--- config.mk ---
export PLATFORM = sky130hd
export DESIGN_NAME = fuzzy_substring_match_scorer_core
export DESIGN_NICKNAME = d
export VERILOG_FILES = /design/src/rtl/core/fsms_pkg.sv /design/src/rtl/core/fsms_ctrl.sv /design/src/rtl/core/fsms_datapath.sv /design/src/rtl/core/fuzzy_substring_match_scorer_core.sv
export SDC_FILE = /design/constraint.sdc
export NUM_CORES = 1
export LEC_CHECK = 0
export CAP_MARGIN = 25
export CORE_MARGIN = 8
export CORE_UTILIZATION = 62
export CTS_CLUSTER_SIZE = 14
export DETAILED_ROUTE_END_ITERATION = 7
export DONT_BUFFER_PORTS = 1
export GPL_ROUTABILITY_DRIVEN = 0
export GPL_TIMING_DRIVEN = 0
export PLACE_DENSITY = 0.78
export SYNTH_ARGS = -nofsm -noshare
export SYNTH_HDL_FRONTEND = slang
export SYNTH_SLANG_ARGS = --single-unit
--- constraint.sdc ---
create_clock -name clk -period 5.56 [get_ports clk]
set_input_delay 0.278 -clock clk [delete_from_list [all_inputs] [get_ports clk]]
set_output_delay 0.278 -clock clk [all_outputs]
set_load 0.05 [all_outputs]
--- src/rtl/core/fsms_pkg.sv ---
// shared types, constants and helpers for the fuzzy substring match scorer
`default_nettype none

package fsms_pkg;

  localparam logic [15:0] SCORE_ONE = 16'd32768;
  localparam int DIV_BITS = 15;
  localparam int GAP_SHIFT = 17;

  localparam logic [1:0] KIND_NONE = 2'd0;
  localparam logic [1:0] KIND_EXACT = 2'd1;
  localparam logic [1:0] KIND_SUBSEQ = 2'd2;

  localparam logic [1:0] CFG_QUERY_LOW = 2'd0;
  localparam logic [1:0] CFG_QUERY_HIGH = 2'd1;
  localparam logic [1:0] CFG_QUERY_LEN = 2'd2;

  typedef struct packed {
    logic step;
    logic prep;
    logic load;
    logic div_step;
    logic load_out;
  } fsms_cmd_t;

  typedef struct packed {
    logic need_div;
    logic div_last;
    logic out_free;
  } fsms_status_t;

  function automatic logic [7:0] fold_char(input logic [7:0] ch);
    logic [7:0] r;
    r = ch;
    if (ch >= 8'h41 && ch <= 8'h5a) begin
      r = ch + 8'h20;
    end
    return r;
  endfunction

endpackage

`default_nettype wire

--- src/rtl/core/fsms_ctrl.sv ---
// controller state machine: text streaming, scoring setup, divide and result handoff
`default_nettype none

module fsms_ctrl (
  input  wire logic                  clk,
  input  wire logic                  rst,
  input  wire logic                  text_valid,
  input  wire logic                  text_end,
  output logic                       text_stall,
  input  fsms_pkg::fsms_status_t     status,
  output fsms_pkg::fsms_cmd_t        cmd
);
  import fsms_pkg::*;

  typedef enum logic [2:0] {
    S_RUN,
    S_PREP,
    S_LOAD,
    S_DIV,
    S_OUT
  } state_t;

  state_t state;

  always_comb begin
    cmd = '0;
    cmd.step = text_valid && !text_stall;
    case (state)
      S_PREP: cmd.prep = 1'b1;
      S_LOAD: cmd.load = 1'b1;
      S_DIV: cmd.div_step = 1'b1;
      S_OUT: cmd.load_out = status.out_free;
      default: ;
    endcase
  end

  always_ff @(posedge clk) begin
    if (rst) begin
      state <= S_RUN;
      text_stall <= 1'b0;
    end else begin
      case (state)
        S_RUN: begin
          if (text_valid && !text_stall && text_end) begin
            state <= S_PREP;
            text_stall <= 1'b1;
          end
        end
        S_PREP: begin
          state <= status.need_div ? S_LOAD : S_OUT;
        end
        S_LOAD: begin
          state <= S_DIV;
        end
        S_DIV: begin
          if (status.div_last) begin
            state <= S_OUT;
          end
        end
        S_OUT: begin
          if (status.out_free) begin
            state <= S_RUN;
            text_stall <= 1'b0;
          end
        end
        default: begin
          state <= S_RUN;
          text_stall <= 1'b0;
        end
      endcase
    end
  end

endmodule

`default_nettype wire

--- src/rtl/core/fsms_datapath.sv ---
// datapath: query registers, match tracking, penalty divider and result register
`default_nettype none

module fsms_datapath #(
  parameter int QUERY_MAX = 16,
  parameter int TEXT_MAX = 4096
) (
  input  wire logic                  clk,
  input  wire logic                  rst,
  input  wire logic                  cfg_valid,
  input  wire logic                  cfg_ready,
  input  wire logic [1:0]            cfg_index,
  input  wire logic [63:0]           cfg_data,
  input  wire logic [7:0]            text_char,
  input  wire logic                  char_valid,
  input  fsms_pkg::fsms_cmd_t        cmd,
  output fsms_pkg::fsms_status_t     status,
  output logic                       result_valid,
  input  wire logic                  result_stall,
  output logic [15:0]                score,
  output logic [1:0]                 match_kind,
  output logic                       too_long
);
  import fsms_pkg::*;

  localparam int QW = (QUERY_MAX < 16) ? QUERY_MAX : 16;
  localparam int QLW = $clog2(QW + 1);
  localparam int CW = $clog2(TEXT_MAX + 1);
  localparam int PW = $clog2(TEXT_MAX);
  localparam int DW = PW + 6;
  localparam int NW = CW + GAP_SHIFT + 1;
  localparam int CNTW = $clog2(DIV_BITS);

  logic [63:0]          query_chars_low;
  logic [63:0]          query_chars_high;
  logic [4:0]           qry_len;

  logic [QW-1:0]        substring_vector;
  logic                 substring_found;
  logic [QLW-1:0]       subsequence_progress;
  logic [PW-1:0]        first_pos;
  logic [PW-1:0]        last_pos;
  logic                 any_matched;
  logic [CW-1:0]        characters_seen;
  logic                 overflowed;

  logic [CW-1:0]        gaps;
  logic [CW-1:0]        text_count;
  logic [1:0]           kind;
  logic                 long_flag;
  logic [NW-1:0]        rem;
  logic [NW-1:0]        divisor;
  logic [DIV_BITS-1:0]  quotient;
  logic [CNTW-1:0]      div_count;

  logic [7:0]           ch;
  logic [QLW-1:0]       qlen;
  logic [7:0]           qc [QW];
  logic [QW-1:0]        mask;
  logic [QW-1:0]        vector_next;
  logic                 found_hit;
  logic                 prog_hit;
  logic                 in_range;
  logic [PW-1:0]        pos;
  logic [1:0]           kind_now;
  logic [DW-1:0]        span_diff;
  logic [CW-1:0]        gaps_now;
  logic [NW-1:0]        num_init;
  logic [NW-1:0]        den_init;

  assign ch = fold_char(text_char);
  assign qlen = (qry_len > 5'(QW)) ? QLW'(QW) : qry_len[QLW-1:0];
  assign in_range = characters_seen < CW'(TEXT_MAX);
  assign pos = characters_seen[PW-1:0];

  always_comb begin
    for (int i = 0; i < QW; i++) begin
      if (i < 8) begin
        qc[i] = fold_char(query_chars_low[8*(i%8) +: 8]);
      end else begin
        qc[i] = fold_char(query_chars_high[8*(i%8) +: 8]);
      end
    end
  end

  always_comb begin
    found_hit = 1'b0;
    prog_hit = 1'b0;
    for (int i = 0; i < QW; i++) begin
      mask[i] = (qc[i] == ch) && (QLW'(i) < qlen);
    end
    vector_next = QW'({substring_vector, 1'b1}) & mask;
    for (int i = 0; i < QW; i++) begin
      if (vector_next[i] && (QLW'(i + 1) == qlen)) begin
        found_hit = 1'b1;
      end
      if ((subsequence_progress == QLW'(i)) && (qc[i] == ch)) begin
        prog_hit = 1'b1;
      end
    end
    prog_hit = prog_hit && (subsequence_progress < qlen);
  end

  // scoring decision, taken once the last character is in
  always_comb begin
    if (qlen == '0 || (characters_seen != '0 && substring_found)) begin
      kind_now = KIND_EXACT;
    end else if (characters_seen != '0 && subsequence_progress >= qlen) begin
      kind_now = KIND_SUBSEQ;
    end else begin
      kind_now = KIND_NONE;
    end
    span_diff = DW'(last_pos) - DW'(first_pos) + DW'(1) - DW'(qlen);
    gaps_now = span_diff[DW-1] ? '0 : span_diff[CW-1:0];
  end

  // numerator 2*65536*gaps + 5*n, divisor 10*n aligned to the top quotient bit
  assign num_init = (NW'(gaps) << GAP_SHIFT) + (NW'(text_count) << 2) + NW'(text_count);
  assign den_init = ((NW'(text_count) << 3) + (NW'(text_count) << 1)) << (DIV_BITS - 1);

  assign status.need_div = (kind_now == KIND_SUBSEQ);
  assign status.div_last = (div_count == '0);
  assign status.out_free = !result_valid || !result_stall;

  always_ff @(posedge clk) begin
    if (rst) begin
      query_chars_low <= '0;
      query_chars_high <= '0;
      qry_len <= '0;
    end else if (cfg_valid && cfg_ready) begin
      case (cfg_index)
        CFG_QUERY_LOW: query_chars_low <= cfg_data;
        CFG_QUERY_HIGH: query_chars_high <= cfg_data;
        CFG_QUERY_LEN: qry_len <= cfg_data[4:0];
        default: ;
      endcase
    end
  end

  // per-text match state
  always_ff @(posedge clk) begin
    if (rst || cmd.prep) begin
      substring_vector <= '0;
      substring_found <= 1'b0;
      subsequence_progress <= '0;
      first_pos <= '0;
      last_pos <= '0;
      any_matched <= 1'b0;
      characters_seen <= '0;
      overflowed <= 1'b0;
    end else if (cmd.step && char_valid) begin
      if (!in_range) begin
        overflowed <= 1'b1;
      end else begin
        substring_vector <= vector_next;
        if (found_hit) begin
          substring_found <= 1'b1;
        end
        if (prog_hit) begin
          if (!any_matched) begin
            first_pos <= pos;
          end
          last_pos <= pos;
          any_matched <= 1'b1;
          subsequence_progress <= subsequence_progress + QLW'(1);
        end
        characters_seen <= characters_seen + CW'(1);
      end
    end
  end

  // scoring setup and restoring divider, one quotient bit per cycle
  always_ff @(posedge clk) begin
    if (cmd.prep) begin
      kind <= kind_now;
      long_flag <= overflowed;
      gaps <= gaps_now;
      text_count <= characters_seen;
    end
    if (cmd.load) begin
      rem <= num_init;
      divisor <= den_init;
      quotient <= '0;
      div_count <= CNTW'(DIV_BITS - 1);
    end else if (cmd.div_step) begin
      if (rem >= divisor) begin
        rem <= rem - divisor;
        quotient <= {quotient[DIV_BITS-2:0], 1'b1};
      end else begin
        quotient <= {quotient[DIV_BITS-2:0], 1'b0};
      end
      divisor <= divisor >> 1;
      div_count <= div_count - CNTW'(1);
    end
  end

  // result register
  always_ff @(posedge clk) begin
    if (rst) begin
      result_valid <= 1'b0;
    end else if (cmd.load_out) begin
      result_valid <= 1'b1;
    end else if (!result_stall) begin
      result_valid <= 1'b0;
    end
  end

  always_ff @(posedge clk) begin
    if (cmd.load_out) begin
      case (kind)
        KIND_SUBSEQ: score <= SCORE_ONE - {1'b0, quotient};
        KIND_EXACT: score <= SCORE_ONE;
        default: score <= '0;
      endcase
      match_kind <= kind;
      too_long <= long_flag;
    end
  end

endmodule

`default_nettype wire

--- src/rtl/core/fuzzy_substring_match_scorer_core.sv ---
// top level of the fuzzy substring match scorer
//
// A text streams in on the text channel (text_valid / text_stall), one byte
// per transaction; char_valid = 0 carries no character (empty text) and
// text_end marks the last transaction of a text. Only the end transaction
// produces a result on the result channel (result_valid / result_stall):
// score in Q1.15, match_kind and too_long.
// The query is written on the cfg channel (cfg_index 0/1: query bytes,
// 2: query length); cfg_ready is always high. Write it only while idle.
// Throughput: one character per cycle while text_stall is low. After the end
// transaction text_stall rises and holds through the setup and output states
// (exact, empty query or no match) or through setup, load, the bit-serial penalty
// divider and output (subsequence hit); the result shows up when text_stall falls.
// A held result does not block the next text; a new end transaction waits
// in the output stage until the previous result is taken.
// Reset clears the query registers, the per-text match state and result_valid.
`default_nettype none

module fuzzy_substring_match_scorer_core #(
  parameter int QUERY_MAX = 16,
  parameter int TEXT_MAX = 4096
) (
  input  wire logic        clk,
  input  wire logic        rst,
  input  wire logic        cfg_valid,
  output logic             cfg_ready,
  input  wire logic [1:0]  cfg_index,
  input  wire logic [63:0] cfg_data,
  input  wire logic        text_valid,
  output logic             text_stall,
  input  wire logic [7:0]  text_char,
  input  wire logic        char_valid,
  input  wire logic        text_end,
  output logic             result_valid,
  input  wire logic        result_stall,
  output logic [15:0]      score,
  output logic [1:0]       match_kind,
  output logic             too_long
);
  import fsms_pkg::*;

  fsms_cmd_t    cmd;
  fsms_status_t status;

  assign cfg_ready = 1'b1;

  fsms_ctrl u_ctrl (
    .clk        (clk),
    .rst        (rst),
    .text_valid (text_valid),
    .text_end   (text_end),
    .text_stall (text_stall),
    .status     (status),
    .cmd        (cmd)
  );

  fsms_datapath #(
    .QUERY_MAX (QUERY_MAX),
    .TEXT_MAX  (TEXT_MAX)
  ) u_datapath (
    .clk          (clk),
    .rst          (rst),
    .cfg_valid    (cfg_valid),
    .cfg_ready    (cfg_ready),
    .cfg_index    (cfg_index),
    .cfg_data     (cfg_data),
    .text_char    (text_char),
    .char_valid   (char_valid),
    .cmd          (cmd),
    .status       (status),
    .result_valid (result_valid),
    .result_stall (result_stall),
    .score        (score),
    .match_kind   (match_kind),
    .too_long     (too_long)
  );

  a_end_stalls: assert property (@(posedge clk) disable iff (rst)
    (text_valid && !text_stall && text_end) |=> text_stall)
    else $error("text channel open right after end transaction");

  a_kind_code: assert property (@(posedge clk) disable iff (rst)
    result_valid |-> (match_kind == KIND_NONE || match_kind == KIND_EXACT ||
                      match_kind == KIND_SUBSEQ))
    else $error("undefined match kind on result");

  a_exact_score: assert property (@(posedge clk) disable iff (rst)
    (result_valid && match_kind == KIND_EXACT) |-> (score == SCORE_ONE))
    else $error("exact match without full score");

  a_none_score: assert property (@(posedge clk) disable iff (rst)
    (result_valid && match_kind == KIND_NONE) |-> (score == 16'd0))
    else $error("no match with nonzero score");

  a_subseq_score: assert property (@(posedge clk) disable iff (rst)
    (result_valid && match_kind == KIND_SUBSEQ) |-> (score != 16'd0 && score <= SCORE_ONE))
    else $error("subsequence score out of range");

endmodule

`default_nettype wire
Yosys cells after proc, flatten, opt, wreduce, memory -nomap -nowiden
Cells that the tools add are included.
Storage, ports and cells
  bits of input ports: 81
  logic and storage cells: 343
  output and inout port bits: 22
  register bits after elaboration: 327
Operators by class
  equality and inequality tests: 60
  reductions and logical operators: 97
  mux-type cells: 73
  $lt $le $gt $ge: 55
  add/subtract/negate cells: 28
  bitwise logic cells: 4
Operators with widths (count)
  2-to-1 mux 31 bit: 5
  adder 8 x 6 -> 8 bit (second input constant): 17
  >= comparator 8 x 7 -> 1 bit (second input constant): 17
  <= comparator 8 x 7 -> 1 bit (second input constant): 17
  2-to-1 mux 8 bit: 17
  equality test 8 bit: 16
  logical AND 1 bit: 71
  2-to-1 mux 1 bit: 41
  equality test 4 x 5 -> 1 bit (first input constant): 8
  equality test 5 x 4 -> 1 bit (second input constant): 8
  < comparator 4 x 5 -> 1 bit (first input constant): 8
  case mux 16 bit (2 select lines): 1
  adder 30 x 15 -> 31 bit: 1
  adder 31 x 13 -> 31 bit: 1
  >= comparator 31 bit: 1
  subtractor 31 bit: 1
  equality test 3 x 5 -> 1 bit (first input constant): 4
  equality test 5 x 3 -> 1 bit (second input constant): 4
  < comparator 3 x 5 -> 1 bit (first input constant): 4
  adder 18 x 1 -> 18 bit (second input constant): 1
  subtractor 18 x 5 -> 18 bit: 1
  adder 16 x 14 -> 17 bit: 1
  AND 16 bit: 1
  subtractor 16 x 15 -> 16 bit (first input constant): 1
  other kinds (40): 70

Logic depth before layout (Yosys ltp)
Gate-level depths: netlist of run 1.
  word-level depth: 24
  depth in mapped cells: 21
  depth with buffers taken out: 20

Hierarchy
Synthesis of run 1 repeated with hierarchy kept, for this count alone.
Second synthesis, totals
  cell total of the unflattened synthesis: 2214
  area total of the unflattened synthesis: 18775.5 µm²
Modules (own cells, without submodules)
  fsms_datapath: cells each 2182, times used 1, seq. area each 7427.1 µm², area an instance 18479.0 µm²
  fsms_ctrl: cells each 30, times used 1, seq. area each 80.1 µm², area an instance 285.3 µm²
  fuzzy_substring_match_scorer_core: cells each 2, times used 1, seq. area each 0.0 µm², area an instance 11.3 µm²

Least setup slack after synthesis of run 1
Ideal clock, no wire load.
  path kind: register to register
  start point: reg u_datapath.last_pos[0]
  end point: reg u_datapath.gaps[3], data pin
  period minus slack after synthesis: 3.959 ns
  arrival time: 3.691 ns
  setup time: 0.268 ns
  path buffers: 1
  slack: 1.601 ns
  data required time: 5.292 ns
  cell stages (with the launch flop): 21
  path through: dfxtp_1 > inv_1 > ha_1 > inv_1 > fa_1 > nand2_1 > nand2_1 > a21oi_1 > xnor2_1 > ha_1 > ha_1 > o21ai_0 > a21boi_0 > o21ai_0 > a21boi_0 > o21ai_0 > a21oi_1 > o21a_1 > o41ai_1 > clkbuf_1 > nor3_1
Between the ends
  cells in the longest elaborated chain, start to end: 3
RTL lines
  from (decl): line fsms_datapath.sv:42  | logic [PW-1:0] last_pos;
  from (signal assigned): line fsms_datapath.sv:163  | last_pos <= pos;
  subtractor 12 x 12 -> 13 bit: line fsms_datapath.sv:113  | span_diff = DW'(last_pos) - DW'(first_pos) + DW'(1) - DW'(qlen);
  adder 18 x 1 -> 18 bit: line fsms_datapath.sv:113
  subtractor 18 x 5 -> 18 bit: line fsms_datapath.sv:113
  to (signal assigned): line fsms_datapath.sv:177  | gaps <= gaps_now;
  to (decl): line fsms_datapath.sv:47  | logic [CW-1:0] gaps;
Every way passes these cells.
A chain may end at the register's enable or synchronous reset.

Final worst setup path of run 1
  start point: reg u_datapath.qry_len[4]
  end point: reg u_datapath.gaps[8], data pin
Between the ends
  cells in the longest elaborated chain, start to end: 3
RTL lines
  from (decl): line fsms_datapath.sv:36  | logic [4:0] qry_len;
  from (signal assigned): line fsms_datapath.sv:134  | CFG_QUERY_LEN: qry_len <= cfg_data[4:0];
  > comparator 5 bit: line fsms_datapath.sv:72  | assign qlen = (qry_len > 5'(QW)) ? QLW'(QW) : qry_len[QLW-1:0];
  2-to-1 mux 5 bit *: line fsms_datapath.sv:72
  subtractor 18 x 5 -> 18 bit *: line fsms_datapath.sv:113
Every way passes the cells marked *; elsewhere a longest branch is shown, timed or not.

==> impl_results.md, run 1 <==
- Status: completed
- DRC viols: 0
- Global-route wire length before repair: between 80 and 90 mm
- CP Launch Point: u_datapath.qry_len[4]
- Worst setup SP type: flop
- Vias in the first global route: roughly 16k
- Top Layer Used: met4
- Die Area: approximately 36,000 um2
- Routed Antenna Nets: 0
- Area delta synth->final: 13.7%
- Clk buf depth: 3
- Slowest stage delay, CP: 0.41 ns
- Vias: 17.0k
- Cells after synthesis: between 2k and 2.5k
- CORE AREA: 30,300 um2
- Clock transition at path regs: about 0.060 ns
- Hpwl dp: 38.0 mm
- Post-synth net total: 2,452
- Crit Path Max Fanout: 10
- RSZ-0062 raised after global routing: no
- Lkg Pwr: about 8 nW
- Hold Vio Cnt, Final: 0
- Multi-input gate area: roughly 10,000 um2
- CP Class: flop to flop
- Max VDD drop: 0.259 mV
- Die extent in y: 190 um
- Final setup viols: 0
- Gr usage total: 0.283
- Die width: between 150 and 200 um
- Net count, final: approximately 2.6k
- DR WL/cell: 18.6 um
- CTS buffer count: 36
- PwrDens: between 200 and 300 nW/um2
- Pre-Repair DR Iteration Count: 6
- Period utilization: 0.877
- FFs w/ async S/R, synth: 0
- H-tree depth: 2
- CTS sink cnt: 327
- HP Class: primary input to flop
- FMAX: 205 MHz
- Warnings, synthesis: 0
- Worst Clk Skew: 0.0210 ns
- CP cell instances: clkbuf_1 > clkinv_1 > nand2_1 > inv_1 > ha_1 > inv_1 > ha_1 > inv_1 > fa_1 > nor2b_1 > o21ai_0 > a21boi_0 > o21ai_0 > a21boi_0 > o21ai_0 > a21oi_1 > o21a_1 > o41ai_2 > clkbuf_1 > nor2_1
- DR WL met2: 23.8 mm
- Post-synth cell types: 87
- Post-synthesis sequential area ratio: 0.398
- R2r startpoint: u_datapath.qry_len[4]
- Worst EP required: about 5.8 ns
- Layout cells sized above 1: 0.0458
- Yosys reg bits: 327
- Worst EP arrival: 5.12 ns
- Initial antenna violation count: 3
- Sequential Area: 7510 um2
- Final global-route overflow total: 0
- Commonest non-fill, non-tap cell in the layout: nand2_1
- Hold Path Origin: result_stall
- EDFF count, synth: 96
- Worst Tran Pin Value: around 1.2 ns
- Setup_tns: 0 ns
- Crit path time final: a little under 5 ns
- CP max stage cell: clkinv_1
- Buffer count from post-CTS setup fixing: 0
- M1 WL: 21.6 mm
- R2r setup slk: 0.68 ns
- Commonest non-fill, non-tap cells in the layout: nand2_1, a21oi_1, dfxtp_1
- Largest net degree at the start of global routing: 20
- Top Ports: 103
- Final Util: 0.709
- Starting Density: 0.624
- Max_cap viols: 0
- Final slew viol count: 0
- Clock Latency Late Sink: 0.53 ns
- Synth Flop Type: dfxtp_1
- CTS tree: built
- Cell Rows: 64
- Met3 wire len: a little under 5 mm
- Port bufs: 0
- DR vias/cell: 6.05
- Cell Area, Synth: 18,900 um2
- DRT Wirelength: 52.2 mm
- Crit end category: flop
- Cell chosen for the clock root: clkbuf_16
- Iter 0 DRT Violations: between 1.5k and 2k
- Worst slew margin: 0.223
- Post-synthesis area per instance: about 8.3 um2
- Filler instances: 2,290
synthesized netlist by cell type (11+ instances only):
master     count  area [um2]
nand4_1       16         100
inv_1        129         484
mux2i_1       33         330
or3_1         11        68.8
buf_1         14        52.6
a41oi_1       15         131
o21ai_0       72         360
a31oi_1       23         144
xnor2_1      102         893
clkbuf_1      81         304
a2bb2oi_1     11        96.3
nor2_1       126         473
nor3_1        69         345
xor2_1        93         815
a211oi_1      11        82.6
nand2_1      455        1710
nand3_1       42         210
a21o_1        30         225
nand2b_1      12        75.1
and3_1        16         100
ha_1         104        1300
a21oi_1      254        1270
dfxtp_1      231        4620
nor4_1        18         113
nor2b_1       20         125
a21boi_0      17         128
edfxtp_1      96        2880
registers in the layout, indices dropped and copies added, names as in the netlist, 15 cells and up:
signal and cells:
u_datapath.query_chars_high 64, u_datapath.query_chars_low 64, u_datapath.divisor 31, u_datapath.rem 31, u_datapath.score 16, u_datapath.quotient 15
u_datapath.substring_vector 15
per-stage QoR:
stage          cells  power, W  worst slack, ns  area, um2  hold slack (ns)
6_report        2802   0.00585            0.684      21500           0.0554
5_1_grt         2801   0.00604            0.103      21500           0.0571
4_1_cts         2795   0.00584            0.599      21400           0.0160
3_5_place_dp    2666   0.00329            0.636      19500            0.421
3_3_place_gp    2659   0.00326            0.681      19400            0.415
2_1_floorplan   2263   0.00313             1.60      18900            0.400
area by class of cell:
cell class | instances | area share
inverter | 130 | 0.0227
buffer | 109 | 0.0234
clock buffer | 50 | 0.0492
clock inverter | 13 | 0.00916
multi-input combinational | 1697 | 0.485
sequential | 327 | 0.350
antenna | 3 | 0.000350
timing repair buffer | 77 | 0.0376
tap | 396 | 0.0231
layer usage:
metal | GRT usage | up-vias
met3 | 0.0552 | 158
met5 | 0 | -
met2 | 0.459 | 780
li1 | - | 8069
met1 | 0.367 | 7958
met4 | 0.116 | 0
critical path: cells and delay by family, from the launching register on:
family / cells / cell delay [ns]
buf+inv: 6 / 1.44
flops: 1 / 0.34
compound gates: 8 / 1.71
simple gates: 3 / 0.42
fa+ha+maj: 3 / 0.72
cells by family after synthesis:
family,synth area share
XOR/XNOR,0.0913
flip-flops,0.398
AND/OR/NAND/NOR,0.198
multiplexers,0.0181
other,0.000199
buffers and inverters,0.0524
AO/OA/AOI/OAI,0.169
adder cells (fa/ha/maj),0.0732
path summary, 6_finish.rpt:
check / endpoint / cells after the start
max: u_datapath.gaps[8] / 20
min: u_datapath.result_valid / 2
max reg2reg: u_datapath.gaps[8] / 20
min reg2reg: u_datapath.substring_vector[10] / 2
what timing repair did:
| action | 4_1_cts | 5_1_grt |
|---|---|---|
| hold buffers | 66 | 1 |
| setup endpoints to repair | 0 | 10 |
| resized for setup | 0 | 1 |
| endpoints found under the hold margin | 135 | 1 |
where the power goes:
part	total (W)	internal [W]	switching, W
registers	0.00263	0.00254	0.0000972
logic	0.000681	0.000271	0.000410
clock network	0.00253	0.00156	0.000973
No activity file was read; power rests on OpenSTA's default activity.
==> inputs of run 2 (changes only) <==
==> constraint.sdc (replaced) <==
create_clock -name clk -period 6 [get_ports clk]
set_input_delay 0.3 -clock clk [delete_from_list [all_inputs] [get_ports clk]]
set_output_delay 0.3 -clock clk [all_outputs]
set_load 0.05 [all_outputs]
==> run 2 against run 1 <==
Net effect:
- first-iteration DRC count down 0.90%
- register-to-register slack better by 0.21 ns
- clock-buffer cell count unchanged
- total power down 7.4%
==> impl_results.md, run 2 (synthesized netlist as in run 1, its figures left out) <==
- Final instance area: 21,400 um2
- Cell Rows: 64
- Hold Path Origin: result_stall
- R2R cell count: 20
- R2r setup slk: 0.89 ns
- Max VDD drop: 0.239 mV
- Global-route wire length before repair: 84.2 mm
- Top Ports: 103
- Final slew viol count: 0
- Worst setup SP type: flop
- Crit end category: flop
- CTS buffer count: 36
- Hold Vio Cnt, Final: 0
- Worst Tran Pin Value: 1.16 ns
- DR vias/cell: 6.05
- CORE AREA: 30,300 um2
- Vias: 17.0k
- Finished Layout Cells: 2,802
- Busiest layer in global routing: met2
- H-tree depth: 2
- Hpwl dp: about 38 mm
- Worst hold path cell count: 1
- Largest net degree at the start of global routing: 20
- Dpl cells: 2,666
- GR Util met2: 0.459
- Area delta synth->final: 13.6%
- Final setup margin: 0.892 ns
- Worst Path Buf+Inv: 6
- PwrDens: 253 nW/um2
- Clock Latency Late Sink: 0.53 ns
- Port bufs: 0
- Worst Clk Skew: 0.0200 ns
- Lkg Pwr: 7.98 nW
- Initial antenna violation count: 3
- Crit path time final: between 5 and 6 ns
- Die extent in y: 190 um
- FMAX: 196 MHz
- Worst reg2reg path endpoint: u_datapath.gaps[8]
- Status: completed
- Cell chosen for the clock root: clkbuf_16
- CTS tree: built
- Starting Density: 0.624
- Net count, final: 2,566
- Clock transition at path regs: 0.06 ns
- CTS sink cnt: 327
- CP cell instances: clkbuf_1 > clkinv_1 > nand2_1 > inv_1 > ha_1 > inv_1 > ha_1 > inv_1 > fa_1 > nor2b_1 > o21ai_0 > a21boi_0 > o21ai_0 > a21boi_0 > o21ai_0 > a21oi_1 > o21a_1 > o41ai_1 > clkbuf_1 > nor2_1
- Routed Antenna Nets: 0
- Top cell family by delay on the critical path: compound AO/OA/AOI/OAI gates
- Hold EP: u_datapath.match_kind[0]
- CP max stage cell: o41ai_1
- RSZ-0062 raised after global routing: no
- Final setup viols: 0
- Met3 Usage GRT: 0.0552
- Max_cap viols: 0
- Final global-route overflow total: 0
- Worst EP required: about 6.3 ns
- Commonest non-fill, non-tap cell in the layout: nand2_1
- Largest registers: u_datapath.query_chars_high x64, u_datapath.query_chars_low x64
- Vias in the first global route: 16.5k
- Pre-Repair DR Iteration Count: 7
- DP Area: 19,500 um2
- DR WL/cell: around 19 um
- CP Class: flop to flop
- Minimum hold slack: around 0.0096 ns
- Met1 usage in global routing: 0.367
- Worst EP arrival: 5.36 ns
- Place WS: 1.08 ns
- Clk buf depth: 3
- Resize count post-CTS: 0
- Setup_tns: 0 ns
- R2r startpoint: u_datapath.qry_len[4]
- Worst slew margin: 0.224
- Die Area: 36,300 um2
- Die width: 190 um
- DRC viols: 0
- Slowest stage delay, CP: a little over 0.6 ns
- Period utilization: 0.851
- Iter 0 DRT Violations: roughly 1.8k
- HP Class: primary input to flop
- Commonest non-fill, non-tap cells in the layout: nand2_1, a21oi_1, dfxtp_1
- Layout cells sized above 1: 0.0454
- DRT Wirelength: ~52 mm
- Gr usage total: 0.283
- Crit Path Max Fanout: 10
- Buffer count from post-CTS setup fixing: 0
run 2: cell count changes in the layout (fill, tap and decap cells not counted):
cell	delta
o41ai_1	+1
dlygate4sd3_1	-1
o41ai_2	-1
diode_2	+1
run 2: per-layer routing:
layer,routed length [um],up-vias
li1,-,8073
met1,21800,7940
met2,23700,777
met3,4690,161
met4,1890,0
met5,0,-
run 2: cell type report:
| class | count | area, um2 |
|---|---|---|
| clock inverter | 13 | 196 |
| clock buffer | 50 | 1060 |
| antenna | 4 | 10.0 |
| timing repair buffer | 76 | 796 |
| tap | 396 | 495 |
| fill | 2292 | 8830 |
| sequential | 327 | 7510 |
| multi-input combinational | 1697 | 10400 |
| buffer | 109 | 502 |
| inverter | 130 | 488 |
run 2: where the power goes:
part | total [W] | switching, W | internal (W) | leakage [nW]
combinational | 0.000630 | 0.000380 | 0.000250 | 4.61
clock | 0.00234 | 0.000898 | 0.00144 | 0.615
sequential | 0.00244 | 0.0000897 | 0.00235 | 2.76
run 2: worst max-delay path by stage:
stage	startpoint	endpoint	slack (ns)	depth (start not counted)
floorplan	u_datapath.last_pos[0]	u_datapath.gaps[3]	2.04	20
global placement	u_datapath.qry_len[4]	u_datapath.gaps[8]	1.12	20
detailed placement	u_datapath.qry_len[4]	u_datapath.gaps[8]	1.08	20
CTS	u_datapath.qry_len[4]	u_datapath.gaps[8]	1.04	20
global route	u_datapath.qry_len[4]	u_datapath.gaps[5]	0.32	20
finish	u_datapath.qry_len[4]	u_datapath.gaps[8]	0.89	20
run 2: worst register-to-register path, cell delays in order (launching register included):
cell      delay, ns
dfxtp_1        0.35
clkbuf_1       0.38
clkinv_1       0.40
nand2_1        0.26
inv_1          0.19
ha_1           0.33
inv_1          0.04
ha_1           0.20
inv_1          0.07
fa_1           0.19
nor2b_1        0.06
o21ai_0        0.20
a21boi_0       0.15
o21ai_0        0.22
a21boi_0       0.16
o21ai_0        0.23
a21oi_1        0.12
o21a_1         0.21
o41ai_1        0.62
clkbuf_1       0.37
nor2_1         0.10
run 2: repair_timing:
action                     4_1_cts  5_1_grt
setup endpoints to repair        0        0
hold endpoints to repair       135        0
hold buffers                    66        0
run 2: metrics by stage:
stage | total power [W] | util
2_1_floorplan | 0.00290 | -
3_3_place_gp | 0.00302 | 0.640
3_5_place_dp | 0.00305 | 0.644
4_1_cts | 0.00541 | 0.707
5_1_grt | 0.00559 | 0.708
6_report | 0.00541 | 0.708
==> inputs of run 3 (changes only) <==
--- a/config.mk
+++ b/config.mk
@@ -5,6 +5,7 @@
 export SDC_FILE = /design/constraint.sdc
 export NUM_CORES = 1
 export LEC_CHECK = 0
+export ABC_AREA = 1
 export CAP_MARGIN = 25
 export CORE_MARGIN = 8
 export CORE_UTILIZATION = 62
==> run 3 against run 2 <==
Net effect:
- the run now ends with hold timing left
- sequential share of layout area down 1.0 points
- hold slack worse by 0.0099 ns
- clock skew up 0.0080 ns
- via count up 14%
- die area up 3.3%
- global-route usage up 2.4 points
- first-iteration DRC count up 26%
- sequential cell count unchanged
==> impl_results.md, run 3 <==
- Synth Flop Type: dfxtp_1
- Yosys reg bits: between 300 and 400
- Worst Path Buf+Inv: 8
- Slowest stage delay, CP: 0.54 ns
- HP Class: primary input to flop
- Sw Pwr: 0.00179 W
- Cell Int Power: 0.00430 W
- Commonest non-fill, non-tap cells in the layout: nand2_1, nor2_1, inv_1
- Most frequent CP cell: inv_1
- Clk buf depth: 3
- CP Class: flop to flop
- Final slew viol count: 0
- Routed Antenna Nets: 0
- Share of the synthesized area in the top cell type: 0.237
- Max_cap viols: 0
- Die Area: approximately 37,000 um2
- Period utilization: 0.646
- Reg power frac: 0.425
- DR vias/cell: 5.94
- DRT Wirelength: 59.3 mm
- Commonest non-fill, non-tap cell in the layout: nand2_1
- Cell chosen for the clock root: clkbuf_16
- FFs w/ async S/R, synth: 0
- Area delta synth->final: 12.9%
- Final global-route overflow total: 0
- Port bufs: 0
- Top cell family by delay on the critical path: adder cells
- Pre-Repair DR Iteration Count: 6
- Synth cell count leaders: nand2_1, nor2_1, inv_1, o21ai_0, dfxtp_1
- Top Ports: 103
- FMAX: 258 MHz
- Hold Vio Cnt, Final: 1
- PwrDens: around 280 nW/um2
- DRC viols: 0
- Clock share of power: 0.394
- Die width: between 150 and 200 um
- Post-synthesis area per instance: 7.18 um2
- Comb pwr share: 0.181
- CORE AREA: 31,300 um2
- H-tree depth: 2
- Synth area leader: dfxtp_1
- Starting Density: 0.624
- CTS sink cnt: 327
- Violated checks: hold timing
- Worst slew margin: 0.366
- Worst EP required: between 6 and 7 ns
- Worst Tran Pin Value: 0.951 ns
- Largest registers: u_datapath.query_chars_high x64, u_datapath.query_chars_low x64
- Switching share of power: 0.294
- Global-route wire length before repair: 95.4 mm
- Post-synth net total: ~2.9k
- Worst Clk Skew: 0.0279 ns
- Iter 0 DRT Violations: approximately 2.2k
- Vias in the first global route: 18.6k
- Gr usage total: 0.308
- Post-synth cell types: 52
- Cell Rows: 65
- Worst EP arrival: 4.26 ns
- Net count, final: 3,022
- Crit path time final: 3.87 ns
- Die extent in y: 194 um
- Setup_tns: 0 ns
- Hpwl dp: 42.9 mm
- Worst setup SP type: flop
- DR WL/cell: 18.2 um
- CP max stage cell: fa_1
- Post-synthesis sequential area ratio: 0.384
- Crit Path Max Fanout: 9
- Final setup viols: 0
- EDFF count, synth: 96
- N_diodes: 0
- Minimum hold slack: -0.000256 ns
- Crit end category: flop
- Warnings, synthesis: 0
- Largest net degree at the start of global routing: 24
- Lkg Pwr: 9.83 nW
- Tot Pwr: 0.00609 W
- Status: complete, but fails checks
- Vias: 19.4k
- Max VDD drop: 0.215 mV
- Resize count post-CTS: 0
- Initial antenna violation count: 1
- Cells after synthesis: 2,724
- Count leader, synth: nand2_1
- CTS buffer count: 37
- Cell Area, Synth: 19,500 um2
- CTS tree: built
- RSZ-0062 raised after global routing: no
- Layout cells sized above 1: 0.0451
- Clock Latency Late Sink: 0.54 ns
- Dominant cells by area after synthesis: dfxtp_1, edfxtp_1, nand2_1, nor2_1, o21ai_0
- Clock transition at path regs: 0.06 ns
run 3: worst paths after layout:
check	startpoint	to	slack [ns]	depth (start not counted)
max	u_datapath.last_pos[0]	u_datapath.gaps[6]	2.13	25
max reg2reg	u_datapath.last_pos[0]	u_datapath.gaps[6]	2.13	25
min	cfg_data[60]	u_datapath.query_chars_low[60]	-0.0003	2
min reg2reg	u_datapath.long_flag	u_datapath.too_long	0.44	0
run 3: kinds of logic after synthesis:
group / synth area share
AND/OR/NAND/NOR: 0.252
AO/OA/AOI/OAI: 0.155
buffers and inverters: 0.0915
flip-flops: 0.384
adder cells (fa/ha/maj): 0.0707
XOR/XNOR: 0.0465
other: 0.000192
run 3: stage by stage:
stage	setup WS [ns]	cells	cell area (um2)	hold slack (ns)	util
after floorplan	2.64	2724	19500	0.369	-
after global placement	2.25	3126	20100	0.370	0.640
after detailed placement	2.18	3129	20100	0.372	0.642
after CTS	2.11	3264	22100	0.00146	0.705
after global routing	1.70	3264	22100	0.00460	0.705
final	2.13	3264	22100	-0.000256	0.705
run 3: power groups by stage:
stage / combinational (W) / clock [W] / sequential, W
2_1_floorplan: 0.000774 / 0 / 0.00260
6_report: 0.00111 / 0.00240 / 0.00259
3_5_place_dp: 0.00102 / 0 / 0.00263
3_3_place_gp: 0.000973 / 0 / 0.00262
5_1_grt: 0.00124 / 0.00248 / 0.00260
4_1_cts: 0.00107 / 0.00241 / 0.00258
run 3: what timing repair did:
item / in CTS / in global routing
hold buffers: 67 / 0
hold endpoints to repair: 114 / 0
buffers inserted: 0 / 0
run 3: cell type report:
type,instances,area (um2)
well taps,402,503
repair buffers,70,728
plain buffers,88,427
clock inverters,12,166
clock buffers,56,1120
inverters,363,1360
flip-flops and latches,327,7510
fillers,2496,9240
multi-input cells,1946,10300
run 3: routing by layer:
| layer | global-route usage | routed length, um |
|---|---|---|
| met1 | 0.391 | 23600 |
| met2 | 0.490 | 26200 |
| met3 | 0.0750 | 6800 |
| met4 | 0.141 | 2690 |
| met5 | 0 | 0 |
